<file path="config.mk">
export PLATFORM = sky130hd
export DESIGN_NAME = lru_page_replacement_top
export DESIGN_NICKNAME = d
export VERILOG_FILES = /design/src/rtl/lpr_pkg.sv /design/src/rtl/lru_page_replacement_top.sv /design/src/rtl/lpr_cell.sv /design/src/rtl/lpr_oldest.sv
export SDC_FILE = /design/constraint.sdc
export NUM_CORES = 1
export LEC_CHECK = 0
export BUFFER_PORTS_ARGS = -buffer_cell sky130_fd_sc_hd__buf_2
export CAP_MARGIN = 20
export CORE_MARGIN = 5
export CORE_UTILIZATION = 50
export DETAILED_ROUTE_END_ITERATION = 10
export PLACE_DENSITY = 0.71
export SLEW_MARGIN = 20
export SYNTH_ARGS = -nofsm -noshare
export SYNTH_HDL_FRONTEND = slang
export SYNTH_SLANG_ARGS = --single-unit
</file>
<file path="constraint.sdc">
create_clock -name clk -period 6.1 [get_ports clk]
set_clock_uncertainty 0.05 [all_clocks]
set_input_delay 0.61 -clock clk [delete_from_list [all_inputs] [get_ports clk]]
set_output_delay 0.61 -clock clk [all_outputs]
set_load 0.01 [all_outputs]
</file>
<file path="src/rtl/lpr_pkg.sv">
// Shared constants, types and helpers for the LRU page replacement block.
`timescale 1ns / 1ps

package lpr_pkg;

	localparam int FRAMES_DEF    = 16;
	localparam int PAGE_BITS_DEF = 16;
	localparam int CFG_W         = 5;
	localparam int FAULT_W       = 32;
	localparam logic [CFG_W-1:0] CFG_RESET = 5'd16;

	typedef struct packed {
		logic en;
		logic was_valid;
		logic load;
	} lpr_touch_t;

	function automatic int idx_width(input int n);
		return (n > 1) ? $clog2(n) : 1;
	endfunction

endpackage

</file>
<file path="src/rtl/lru_page_replacement_top.sv">
// LRU page replacement: usage notes
//   Channels: page references enter on in_valid/in_ready with page_number; one result
//   per reference leaves on out_valid/out_ready (hit, frame_index, evicted_valid,
//   evicted_page, fault_total). frames_in_use is written on cfg_valid/cfg_ready,
//   always ready, and should change only while no reference is in flight.
//   Each frame is a cell holding page, valid flag and exact recency rank; a
//   priority chain through the cells picks the first hit and the first empty frame.
//   Timing: one reference at a time. A hit or a fill runs from acceptance through
//   the lookup and update states and back to idle; the result is registered at commit.
//   A miss with every active frame full adds the oldest-frame tournament
//   between the lookup and update states.
//   Reset: every frame empty, ranks and fault total zero, frames_in_use 16.
//   Stall: results sit in an output register; the next reference is still taken
//   and runs up to its commit, where it holds until the register is free.
`timescale 1ns / 1ps

module lru_page_replacement_top import lpr_pkg::*; #(
	parameter int FRAMES    = FRAMES_DEF,
	parameter int PAGE_BITS = PAGE_BITS_DEF
) (
	input  logic                         clk,
	input  logic                         arst_n,
	input  logic                         cfg_valid,
	output logic                         cfg_ready,
	input  logic [CFG_W-1:0]             frames_in_use,
	input  logic                         in_valid,
	output logic                         in_ready,
	input  logic [PAGE_BITS-1:0]         page_number,
	output logic                         out_valid,
	input  logic                         out_ready,
	output logic                         hit,
	output logic [idx_width(FRAMES)-1:0] frame_index,
	output logic                         evicted_valid,
	output logic [PAGE_BITS-1:0]         evicted_page,
	output logic [FAULT_W-1:0]           fault_total
);

	localparam int IDX_W  = idx_width(FRAMES);
	localparam int RANK_W = idx_width(FRAMES);

	localparam logic [1:0] S_IDLE = 2'd0;
	localparam logic [1:0] S_LOOK = 2'd1;
	localparam logic [1:0] S_OLD  = 2'd2;
	localparam logic [1:0] S_UPD  = 2'd3;

	logic [1:0]           state_q;
	logic [CFG_W-1:0]     cfg_q;
	logic [PAGE_BITS-1:0] page_q;
	logic                 hit_any_q;
	logic                 empty_any_q;
	logic [FRAMES-1:0]    hit_oh_q;
	logic [FRAMES-1:0]    empty_oh_q;
	logic [FAULT_W-1:0]   fault_q;
	logic                 out_valid_q;

	logic [31:0]          n32;
	logic [FRAMES-1:0]    active;
	logic [FRAMES:0]      hit_chain;
	logic [FRAMES:0]      empty_chain;
	logic [FRAMES-1:0]    first_hit;
	logic [FRAMES-1:0]    first_empty;
	logic [FRAMES-1:0]    valid_v;
	logic [FRAMES-1:0]    sel_v;
	logic [RANK_W-1:0]    rank_v [FRAMES];
	logic [PAGE_BITS-1:0] page_v [FRAMES];

	logic                 old_done;
	logic [IDX_W-1:0]     old_idx;
	logic [IDX_W-1:0]     hit_idx;
	logic [IDX_W-1:0]     empty_idx;
	logic [IDX_W-1:0]     f_idx;
	logic [RANK_W-1:0]    sel_rank;
	logic [PAGE_BITS-1:0] sel_page;
	logic                 evict;
	logic                 out_free;
	logic                 commit;
	logic [FAULT_W-1:0]   fault_next;
	lpr_touch_t           touch;

	always_comb begin
		n32 = {{(32-CFG_W){1'b0}}, cfg_q};
		if (n32 == 32'd0) begin
			n32 = 32'd1;
		end else if (n32 > 32'(FRAMES)) begin
			n32 = 32'(FRAMES);
		end
	end

	assign hit_chain[0]   = 1'b0;
	assign empty_chain[0] = 1'b0;

	for (genvar i = 0; i < FRAMES; i++) begin : g_cell
		assign active[i] = (32'(i) < n32);
		assign sel_v[i]  = (f_idx == IDX_W'(i));

		lpr_cell #(
			.PAGE_BITS (PAGE_BITS),
			.RANK_W    (RANK_W),
			.RANK_MAX  (FRAMES - 1)
		) u_cell (
			.clk            (clk),
			.arst_n         (arst_n),
			.look_page      (page_q),
			.active         (active[i]),
			.hit_seen_in    (hit_chain[i]),
			.empty_seen_in  (empty_chain[i]),
			.hit_seen_out   (hit_chain[i+1]),
			.empty_seen_out (empty_chain[i+1]),
			.first_hit      (first_hit[i]),
			.first_empty    (first_empty[i]),
			.touch          (touch),
			.sel            (sel_v[i]),
			.old_rank       (sel_rank),
			.new_page       (page_q),
			.valid          (valid_v[i]),
			.rank           (rank_v[i]),
			.page           (page_v[i])
		);
	end

	lpr_oldest #(
		.FRAMES (FRAMES),
		.RANK_W (RANK_W),
		.IDX_W  (IDX_W)
	) u_oldest (
		.clk    (clk),
		.arst_n (arst_n),
		.start  (state_q == S_LOOK),
		.active (active),
		.rank   (rank_v),
		.done   (old_done),
		.idx    (old_idx)
	);

	always_comb begin
		hit_idx   = '0;
		empty_idx = '0;
		for (int i = 0; i < FRAMES; i++) begin
			hit_idx   = hit_idx | (hit_oh_q[i] ? IDX_W'(i) : '0);
			empty_idx = empty_idx | (empty_oh_q[i] ? IDX_W'(i) : '0);
		end
	end

	always_comb begin
		priority if (hit_any_q) begin
			f_idx = hit_idx;
		end else if (empty_any_q) begin
			f_idx = empty_idx;
		end else begin
			f_idx = old_idx;
		end
	end

	always_comb begin
		sel_rank = '0;
		sel_page = '0;
		for (int i = 0; i < FRAMES; i++) begin
			sel_rank = sel_rank | (sel_v[i] ? rank_v[i] : '0);
			sel_page = sel_page | ((sel_v[i] && valid_v[i]) ? page_v[i] : '0);
		end
	end

	assign evict     = ~hit_any_q & ~empty_any_q;
	assign out_free  = ~out_valid_q | out_ready;
	assign commit    = (state_q == S_UPD) & out_free;
	assign fault_next = (!hit_any_q && fault_q != '1) ? fault_q + 1'b1 : fault_q;

	assign touch.en        = commit;
	assign touch.was_valid = hit_any_q | evict;
	assign touch.load      = ~hit_any_q;

	always_ff @(posedge clk or negedge arst_n) begin
		if (!arst_n) begin
			state_q     <= S_IDLE;
			cfg_q       <= CFG_RESET;
			fault_q     <= '0;
			out_valid_q <= 1'b0;
		end else begin
			if (cfg_valid) begin
				cfg_q <= frames_in_use;
			end
			if (commit) begin
				fault_q     <= fault_next;
				out_valid_q <= 1'b1;
			end else if (out_ready) begin
				out_valid_q <= 1'b0;
			end
			unique case (state_q)
				S_IDLE: begin
					if (in_valid) begin
						state_q <= S_LOOK;
					end
				end
				S_LOOK: begin
					state_q <= (hit_chain[FRAMES] || empty_chain[FRAMES]) ? S_UPD : S_OLD;
				end
				S_OLD: begin
					if (old_done) begin
						state_q <= S_UPD;
					end
				end
				S_UPD: begin
					if (out_free) begin
						state_q <= S_IDLE;
					end
				end
				default: begin
					state_q <= S_IDLE;
				end
			endcase
		end
	end

	always_ff @(posedge clk) begin
		if (state_q == S_IDLE && in_valid) begin
			page_q <= page_number;
		end
		if (state_q == S_LOOK) begin
			hit_any_q   <= hit_chain[FRAMES];
			empty_any_q <= empty_chain[FRAMES];
			hit_oh_q    <= first_hit;
			empty_oh_q  <= first_empty;
		end
		if (commit) begin
			hit           <= hit_any_q;
			frame_index   <= f_idx;
			evicted_valid <= evict;
			evicted_page  <= evict ? sel_page : '0;
			fault_total   <= fault_next;
		end
	end

	assign cfg_ready = 1'b1;
	assign in_ready  = (state_q == S_IDLE);
	assign out_valid = out_valid_q;

endmodule

</file>
<file path="src/rtl/lpr_cell.sv">
// One page frame: page, valid flag and recency rank, with lookup chain links.
`timescale 1ns / 1ps

module lpr_cell import lpr_pkg::*; #(
	parameter int PAGE_BITS = PAGE_BITS_DEF,
	parameter int RANK_W    = 4,
	parameter int RANK_MAX  = 15
) (
	input  logic                 clk,
	input  logic                 arst_n,
	input  logic [PAGE_BITS-1:0] look_page,
	input  logic                 active,
	input  logic                 hit_seen_in,
	input  logic                 empty_seen_in,
	output logic                 hit_seen_out,
	output logic                 empty_seen_out,
	output logic                 first_hit,
	output logic                 first_empty,
	input  lpr_touch_t           touch,
	input  logic                 sel,
	input  logic [RANK_W-1:0]    old_rank,
	input  logic [PAGE_BITS-1:0] new_page,
	output logic                 valid,
	output logic [RANK_W-1:0]    rank,
	output logic [PAGE_BITS-1:0] page
);

	logic                 valid_q;
	logic [RANK_W-1:0]    rank_q;
	logic [PAGE_BITS-1:0] page_q;
	logic                 match;
	logic                 empty;
	logic                 age;

	assign match          = active & valid_q & (page_q == look_page);
	assign empty          = active & ~valid_q;
	assign first_hit      = match & ~hit_seen_in;
	assign first_empty    = empty & ~empty_seen_in;
	assign hit_seen_out   = hit_seen_in | match;
	assign empty_seen_out = empty_seen_in | empty;
	assign age            = valid_q & (~touch.was_valid | (rank_q < old_rank));

	always_ff @(posedge clk or negedge arst_n) begin
		if (!arst_n) begin
			valid_q <= 1'b0;
			rank_q  <= '0;
		end else if (touch.en) begin
			if (sel) begin
				rank_q  <= '0;
				valid_q <= 1'b1;
			end else if (age && rank_q != RANK_W'(RANK_MAX)) begin
				rank_q <= rank_q + 1'b1;
			end
		end
	end

	always_ff @(posedge clk) begin
		if (touch.en && touch.load && sel) begin
			page_q <= new_page;
		end
	end

	assign valid = valid_q;
	assign rank  = rank_q;
	assign page  = page_q;

endmodule

</file>
<file path="src/rtl/lpr_oldest.sv">
// Registered 4:1 tournament that finds the oldest active frame over successive reduction steps.
`timescale 1ns / 1ps

module lpr_oldest import lpr_pkg::*; #(
	parameter int FRAMES = FRAMES_DEF,
	parameter int RANK_W = 4,
	parameter int IDX_W  = 4
) (
	input  logic              clk,
	input  logic              arst_n,
	input  logic              start,
	input  logic [FRAMES-1:0] active,
	input  logic [RANK_W-1:0] rank [FRAMES],
	output logic              done,
	output logic [IDX_W-1:0]  idx
);

	localparam int STEPS = ($clog2(FRAMES) + 1) / 2;

	typedef struct packed {
		logic              v;
		logic [RANK_W-1:0] r;
		logic [IDX_W-1:0]  i;
	} cand_t;

	cand_t      cand_q [FRAMES];
	cand_t      pad    [4*FRAMES];
	cand_t      nxt    [FRAMES];
	logic [1:0] cnt_q;

	function automatic cand_t pick(input cand_t a, input cand_t b);
		if (!b.v || (a.v && a.r >= b.r)) begin
			return a;
		end
		return b;
	endfunction

	for (genvar i = 0; i < 4*FRAMES; i++) begin : g_pad
		if (i < FRAMES) begin : g_in
			assign pad[i] = cand_q[i];
		end else begin : g_out
			assign pad[i] = '0;
		end
	end

	for (genvar j = 0; j < FRAMES; j++) begin : g_red
		assign nxt[j] = pick(pick(pad[4*j], pad[4*j+1]), pick(pad[4*j+2], pad[4*j+3]));
	end

	always_ff @(posedge clk or negedge arst_n) begin
		if (!arst_n) begin
			cnt_q <= 2'(STEPS);
		end else if (start) begin
			cnt_q <= '0;
		end else if (cnt_q != 2'(STEPS)) begin
			cnt_q <= cnt_q + 1'b1;
		end
	end

	always_ff @(posedge clk) begin
		if (start) begin
			for (int i = 0; i < FRAMES; i++) begin
				cand_q[i].v <= active[i];
				cand_q[i].r <= rank[i];
				cand_q[i].i <= IDX_W'(i);
			end
		end else if (cnt_q != 2'(STEPS)) begin
			cand_q <= nxt;
		end
	end

	assign done = (cnt_q == 2'(STEPS));
	assign idx  = cand_q[0].i;

endmodule

</file>
==> impl_metrics.py, run 1 <==
metrics = {
    "outcome": {
        "status": "finished clean",
    },
    "clock_network": {
        "holdBufCountCts": 1,
        "cts_sinks": 574,
        "cts_root_buf": "clkbuf_16",
        "post_cts_resized": 0,
        "numCtsBuffers": 59,
        "cts_setup_buffers": 0,
        "worstSkewPairLatency_ns": 0.64,
        "cts_htree_levels": 2,
        "cts_tree": "yes",
        "clock_path_buffers": 3,
        "clkTransAtPathRegs_ns": 0.06,
    },
    "pwr": {
        "ir_drop_uv": 258,
        "powerDensity_nw_per_um2": 471,
        "total_leakage_power_nw": 12.2,
    },
    "worst_setup_path": {
        "cp.arrival_ns": 5.63,
        "crit_type": "flop to flop",
        "cp-end-kind": "flop",
        "worstPathCellList": "or4_1 -> o21ai_1 -> o31a_1 -> buf_4 -> inv_2 -> buf_4 -> and4_1 -> nor4_1 -> o211a_1 -> o311ai_0 -> o211ai_1 -> a21oi_1 -> a21oi_1 -> a31o_1",
        "worstPathMaxFanout": 30,
        "cpMaxStageDelayCell": "o211a_1",
        "critical_path.max_stage_delay_ns": 0.98,
        "critical_path.startpoint_type": "flop",
        "rr_worst_depth": 14,
        "crit_required_ns": 6.62,
    },
    "placement": {
        "pre_cts_ws_ns": 1.21,
        "io_buffers": 81,
        "post-dp-hpwl_um": 71800,
        "place.gp.congestion": 0.988,
    },
    "drt": {
        "drt-pass1-iter-count": 6,
        "drtIter0Drc": 2729,
        "routed_wl_um": 99100,
        "vias": 22600,
        "ant_nets": 0,
        "via_per_inst": 6.47,
        "wl_per_cell_um": 28.4,
        "drc": 0,
    },
    "global_routing": {
        "grt_pass1_wl_um": 144000,
        "grtUsageMet3_pct": 4.79,
        "gr-usage-met2_pct": 47.8,
        "grt_max_degree": 81,
        "grt-ovfl-total": 0,
        "antenna_found_initial": 0,
        "grt-busiest-layer": "met2",
        "grt_usage_pct": 30.2,
        "grt_pass1_vias": 21800,
        "gr-usage-met1_pct": 41.1,
    },
    "synth": {
        "syn_nets": 2701,
        "synth_adder_area_share_pct": 3.94,
        "synth_mux_area_share_pct": 1.24,
        "synth_edf_count": 438,
        "syn_area_per_cell_um2": 11.5,
        "yosys_warnings": 0,
        "synthCells": 2586,
        "synth_compound_area_share_pct": 12.5,
        "synth_top_family_by_area": "simple AND/OR/NAND/NOR gates",
        "post_synth_and_or_nand_nor_area_fraction_pct": 14.0,
        "synth-seq-cells": 574,
        "synth-seq-area-share_pct": 55.6,
        "synthDistinctLibCells": 88,
        "netlist_area_um2": 29600,
        "synth-main-ff-cell": "edfxtp_1",
        "async_flop_share_pct": 21.3,
        "synthXorXnorAreaFrac_pct": 9.90,
    },
    "worst_hold_path": {
        "hp-class": "input port to flop",
        "holdPathStages": 1,
    },
    "floorplanning": {
        "initial_core_util_pct": 50.3,
        "coreArea_um2": 58900,
        "die_width_um": 253,
        "die_h_um": 253,
        "row_count": 89,
        "die_area_um2": 64200,
        "ioPinCount": 83,
    },
    "timing": {
        "setup_tns_ns": 0,
        "hold_viol": 0,
        "fin_crit_sh_pct": 83.7,
        "slew_violations": 0,
        "fmax_mhz": 196,
        "setup_viol": 0,
        "tightest_slew_ns": 1.27,
        "min_period_ns": 5.11,
        "rsz0062_at_grt": "false",
        "max_slew_margin_pct": 14.6,
        "worst_slack_ns": 0.995,
    },
    "final_layout": {
        "syn2layout_area_growth_pct": 11.8,
        "fillers": 4856,
        "final_cell_mix": "edfxtp_1 (438), xnor2_1 (234), nand2_1 (192)",
        "drive_gt1_share_pct": 11.8,
        "layout_commonest_cell": "edfxtp_1",
        "multiInputGateArea_um2": 12400,
        "fin_util_pct": 56.3,
        "seq_area_um2": 16500,
        "antenna_cells": 0,
        "final_nets": 2786,
    },
    "flow_run": {
        "maxCapViolations": 0,
    },
}
layer usage:
metal,part of all wire (%),up-vias,wire [µm]
met2,46,1321,45400
met1,39,11200,38900
met4,5.9,0,5810
li1,-,9801,-
met5,0,-,0
met3,9.0,264,8950
layout make-up:
class	count	area share, %
Clock buffer	70	4.80
Clock inverter	42	1.44
Inverter	71	0.819
Multi-Input combinational cell	1811	37.4
Sequential cell	574	49.8
Tap cell	773	2.92
Timing Repair Buffer	154	2.90
logic make-up after synthesis:
kind of cell,after synthesis
AO/OA/AOI/OAI,521
XOR/XNOR,335
adder cells (fa/ha/maj),94
buffers and inverters,201
flip-flops,574
multiplexers,35
other,1
AND/OR/NAND/NOR,825
state kept, by name, summed over array words and instances (netlist names), 2 cells and up:
register,cells
cfg_q,5
empty_oh_q,15
evicted_page,16
fault_q,32
fault_total,32
frame_index,4
g_cell.u_cell.page,256
g_cell.u_cell.rank,64
g_cell.u_cell.valid,16
hit_oh_q,15
page_q,16
state_q,2
u_oldest.cand_q,90
u_oldest.cnt_q,2
u_oldest.idx,4
metrics by stage:
step,total power [mW],hold slack [ns],std cells,area (µm²)
CTS,15.5,0.0538,3495,33100
floorplan,9.60,0.264,2586,29600
detailed placement,11.7,0.405,3382,31100
global placement,11.5,0.401,3382,31100
global route,16.3,0.0570,3495,33100
finish,15.6,0.0757,3495,33100
report_power, final:
| group | total [mW] | switching [mW] | leakage [nW] | internal [mW] |
|---|---|---|---|---|
| Combinational | 5.69 | 3.74 | 5.36 | 1.95 |
| Clock | 3.85 | 1.61 | 1.02 | 2.24 |
| Sequential | 6.06 | 0.842 | 5.86 | 5.22 |
| Total | 15.6 | 6.19 | 12.2 | 9.41 |
cell usage after synthesis, types with 15 or more instances:
cell | instances | area share [%]
o31ai_1 | 15 | 0.38
and2_1 | 41 | 0.87
a22o_1 | 63 | 1.9
nor2_1 | 189 | 2.4
a22oi_1 | 37 | 0.94
nand3_1 | 91 | 1.5
mux2i_1 | 21 | 0.71
xor2_1 | 101 | 3.0
nand4_1 | 69 | 1.5
nand2_1 | 193 | 2.4
nor4_1 | 34 | 0.72
and3_1 | 53 | 1.1
nand2b_1 | 38 | 0.80
edfxtp_1 | 438 | 44
o21ai_0 | 77 | 1.3
ha_1 | 89 | 3.8
a21o_1 | 21 | 0.53
xnor2_1 | 234 | 6.9
nor3_1 | 46 | 0.78
dfrtp_1 | 120 | 10
o211ai_1 | 16 | 0.41
inv_1 | 65 | 0.82
clkbuf_1 | 106 | 1.3
a221oi_1 | 52 | 1.5
a21oi_1 | 100 | 1.7
a31oi_1 | 34 | 0.72
worst paths after layout:
check / start / endpoint / slack, ns
max: hit_oh_q[3] / g_cell[8].u_cell.rank[3] / 0.99
min: page_number[8] / page_q[8] / 0.08
max reg2reg: hit_oh_q[3] / g_cell[8].u_cell.rank[3] / 0.99
min reg2reg: u_oldest.cand_q[2] / u_oldest.cand_q[2] / 0.42
max in group asynchronous: arst_n / g_cell[6].u_cell.rank[0] / 4.14
min in group asynchronous: arst_n / out_valid / 0.47
critical path: cells and delay by family, from the launching register on:
family          cells  cell delay [ns]
simple gates        3             1.33
flops               1             0.37
compound gates      8             2.70
buf+inv             3             0.55
No activity file was read; power rests on OpenSTA's default activity.
==> run 2: changes to the inputs <==
ABC_AREA = 1   (was unset)
PLACE_DENSITY = 0.74   (was 0.71)
clock period = 4.3 ns   (was 6.1 ns; I/O delays follow)
==> run 2 against run 1 <==
Register-to-register slack lost 0.56 ns. Clock-buffer cell count unchanged. First-iteration DRC count increased by 43%. Fmax rose by 32%. Synthesized cell count grew 28%. Sequential cell count stayed put. Wire length rose by 6.8%. Via count up 15%. Critical path depth up 5. Critical path type unchanged. Power increased by 42%.
==> impl_metrics.py, run 2 <==
metrics = {
    "synth": {
        "synth_edf_count": 438,
        "synthDistinctLibCells": 58,
        "synth_top_area_share_pct": 43.1,
        "synth-main-ff-cell": "edfxtp_1",
        "synthTopCellsByArea": "edfxtp_1 (43%), nand2_1 (10%), dfrtp_1 (9.8%)",
        "synth-seq-area-share_pct": 54.0,
        "synth.most_common_cell": "nand2_1",
        "synth_top_area_cell": "edfxtp_1",
        "syn_area_per_cell_um2": 9.20,
        "syn_nets": 3434,
        "synth-seq-cells": 574,
        "yosys_warnings": 0,
        "synthCells": 3319,
        "async_flop_share_pct": 21.3,
        "synth_common_cells": "nand2_1 (824), edfxtp_1 (438), inv_1 (423)",
        "netlist_area_um2": 30500,
    },
    "pwr": {
        "powerDensity_nw_per_um2": 647,
        "total_leakage_power_nw": 14.9,
        "ir_drop_uv": 463,
    },
    "final_layout": {
        "syn2layout_area_growth_pct": 12.4,
        "largest_register_ffs": 256,
        "fillers": 5305,
        "fin_util_pct": 56.8,
        "final_cell_mix": "nand2_1 (823), edfxtp_1 (438), inv_1 (422)",
        "antenna_cells": 0,
        "layout_commonest_cell": "nand2_1",
        "design_area_um2": 34300,
        "final_nets": 3581,
        "drive_gt1_share_pct": 10.1,
    },
    "floorplanning": {
        "die_area_um2": 66100,
        "initial_core_util_pct": 50.5,
        "die_width_um": 257,
        "row_count": 90,
        "die_h_um": 257,
        "ioPinCount": 83,
        "coreArea_um2": 60500,
    },
    "clock_network": {
        "post_cts_resized": 0,
        "cts_setup_buffers": 0,
        "cts_sinks": 574,
        "numCtsBuffers": 60,
        "clkTransAtPathRegs_ns": 0.07,
        "clock_path_buffers": 3,
        "worstSkewPairLatency_ns": 0.64,
        "cts_root_buf": "clkbuf_16",
        "cts_htree_levels": 2,
        "holdBufCountCts": 20,
        "cts_tree": "yes",
    },
    "worst_setup_path": {
        "crit_required_ns": 4.62,
        "r2r-start": "u_oldest.cand_q[94]",
        "cp-end-kind": "flop",
        "cpMaxStageDelayCell": "edfxtp_1",
        "critical_path.startpoint_type": "flop",
        "critical_path.max_stage_delay_ns": 0.43,
        "rrSetupSlack_ns": 0.44,
        "worstPathCellList": "ha_1 -> inv_1 -> a21boi_0 -> o21a_1 -> o21a_1 -> o21ai_0 -> nand2_1 -> o21ai_0 -> ha_1 -> inv_1 -> a21oi_1 -> o21a_1 -> o21a_1 -> o22ai_1 -> o21ai_0 -> inv_1 -> nand2_1 -> o211ai_1 -> o21ai_0",
        "rr_worst_depth": 19,
        "r2r-end": "u_oldest.cand_q[131]",
        "crit_type": "flop to flop",
        "worstPathMaxFanout": 9,
        "cp.arrival_ns": 4.19,
    },
    "timing": {
        "slew_violations": 0,
        "hold_viol": 0,
        "rsz0062_at_grt": "false",
        "worst_slack_ns": 0.436,
        "setup_tns_ns": 0,
        "holdWs_ns": 0.0305,
        "max_slew_margin_pct": 36.7,
        "fmax_mhz": 259,
        "fin_crit_sh_pct": 89.9,
        "tightest_slew_ns": 0.942,
        "setup_viol": 0,
        "min_period_ns": 3.86,
    },
    "worst_hold_path": {
        "hp-start": "frames_in_use[1]",
        "hp-class": "input port to flop",
        "holdPathStages": 3,
        "min_to": "cfg_q[1]",
    },
    "drt": {
        "drc": 0,
        "routed_wl_um": 106000,
        "drt-pass1-iter-count": 7,
        "ant_nets": 0,
        "via_per_inst": 6.07,
        "vias": 26100,
        "drtIter0Drc": 3909,
        "wl_per_cell_um": 24.6,
    },
    "global_routing": {
        "grt_max_degree": 68,
        "grt-ovfl-total": 0,
        "grt_pass1_wl_um": 157000,
        "antenna_found_initial": 2,
        "grt_usage_pct": 31.1,
        "grt_pass1_vias": 24700,
    },
    "outcome": {
        "status": "finished clean",
    },
    "placement": {
        "pre_cts_ws_ns": 0.474,
        "place.gp.congestion": 1.08,
        "placed_area_um2": 32200,
        "io_buffers": 81,
        "post-dp-hpwl_um": 77800,
    },
    "flow_run": {
        "maxCapViolations": 0,
    },
}
## run 2: stage by stage
step / std cells / total power [mW]
floorplan: 3319 / 14.0
global placement: 4166 / 16.8
detailed placement: 4166 / 16.9
CTS: 4297 / 22.1
global route: 4297 / 23.5
finish: 4297 / 22.2
## run 2: layout make-up
class                           instances  area [µm²]  share of cell area [%]
Tap cell                              782         978                    2.85
Inverter                              447        1680                    4.89
Sequential cell                       574       16500                    48.0
Timing Repair Buffer                  187        1260                    3.66
Clock inverter                         41         405                    1.18
Clock buffer                           70        1560                    4.54
Multi-Input combinational cell       2196       12000                    34.8
## run 2: kinds of logic (layout without fill, tap and decap cells)
group,Yosys count,count (layout),synth area share (%)
simple gates,1441,1441,20.2
flops,574,574,54.0
buf+inv,549,745,6.90
compound gates,528,528,11.2
xor+xnor,129,129,3.70
fa+ha+maj,89,89,3.65
mux,8,8,0.295
other cells,1,1,0.0123
## run 2: report_power, final
group          total, mW  switching [mW]  internal, mW
registers           8.35           0.937          7.41
logic               8.62            5.84          2.78
clock network       5.25            2.28          2.97
total               22.2            9.06          13.2
## run 2: how the worst max path moves through the flow
stage	startpoint	end	slack (ns)	depth (start not counted)
after floorplan	state_q[1]	u_oldest.cand_q[103]	0.42	4
after global placement	u_oldest.cand_q[94]	u_oldest.cand_q[133]	0.51	19
after CTS	u_oldest.cand_q[94]	u_oldest.cand_q[133]	0.45	19
after detailed placement	u_oldest.cand_q[94]	u_oldest.cand_q[133]	0.47	19
final	u_oldest.cand_q[94]	u_oldest.cand_q[131]	0.44	19
after global routing	u_oldest.cand_q[94]	u_oldest.cand_q[133]	0.05	19
## run 2: layer usage
layer	GRT usage (%)	up-vias	wire (µm)
li1	-	11700	-
met1	40.7	12200	39500
met2	48.6	1782	47200
met3	5.75	447	11400
met4	18.4	0	7810
met5	0	-	0
## run 2: worst max-delay path, delay by kind of cell, from the launching register on
| kind | cells | cell delay, ns |
|---|---|---|
| buf+inv | 3 | 0.40 |
| simple gates | 2 | 0.27 |
| flops | 1 | 0.43 |
| fa+ha+maj | 2 | 0.60 |
| compound gates | 12 | 1.85 |
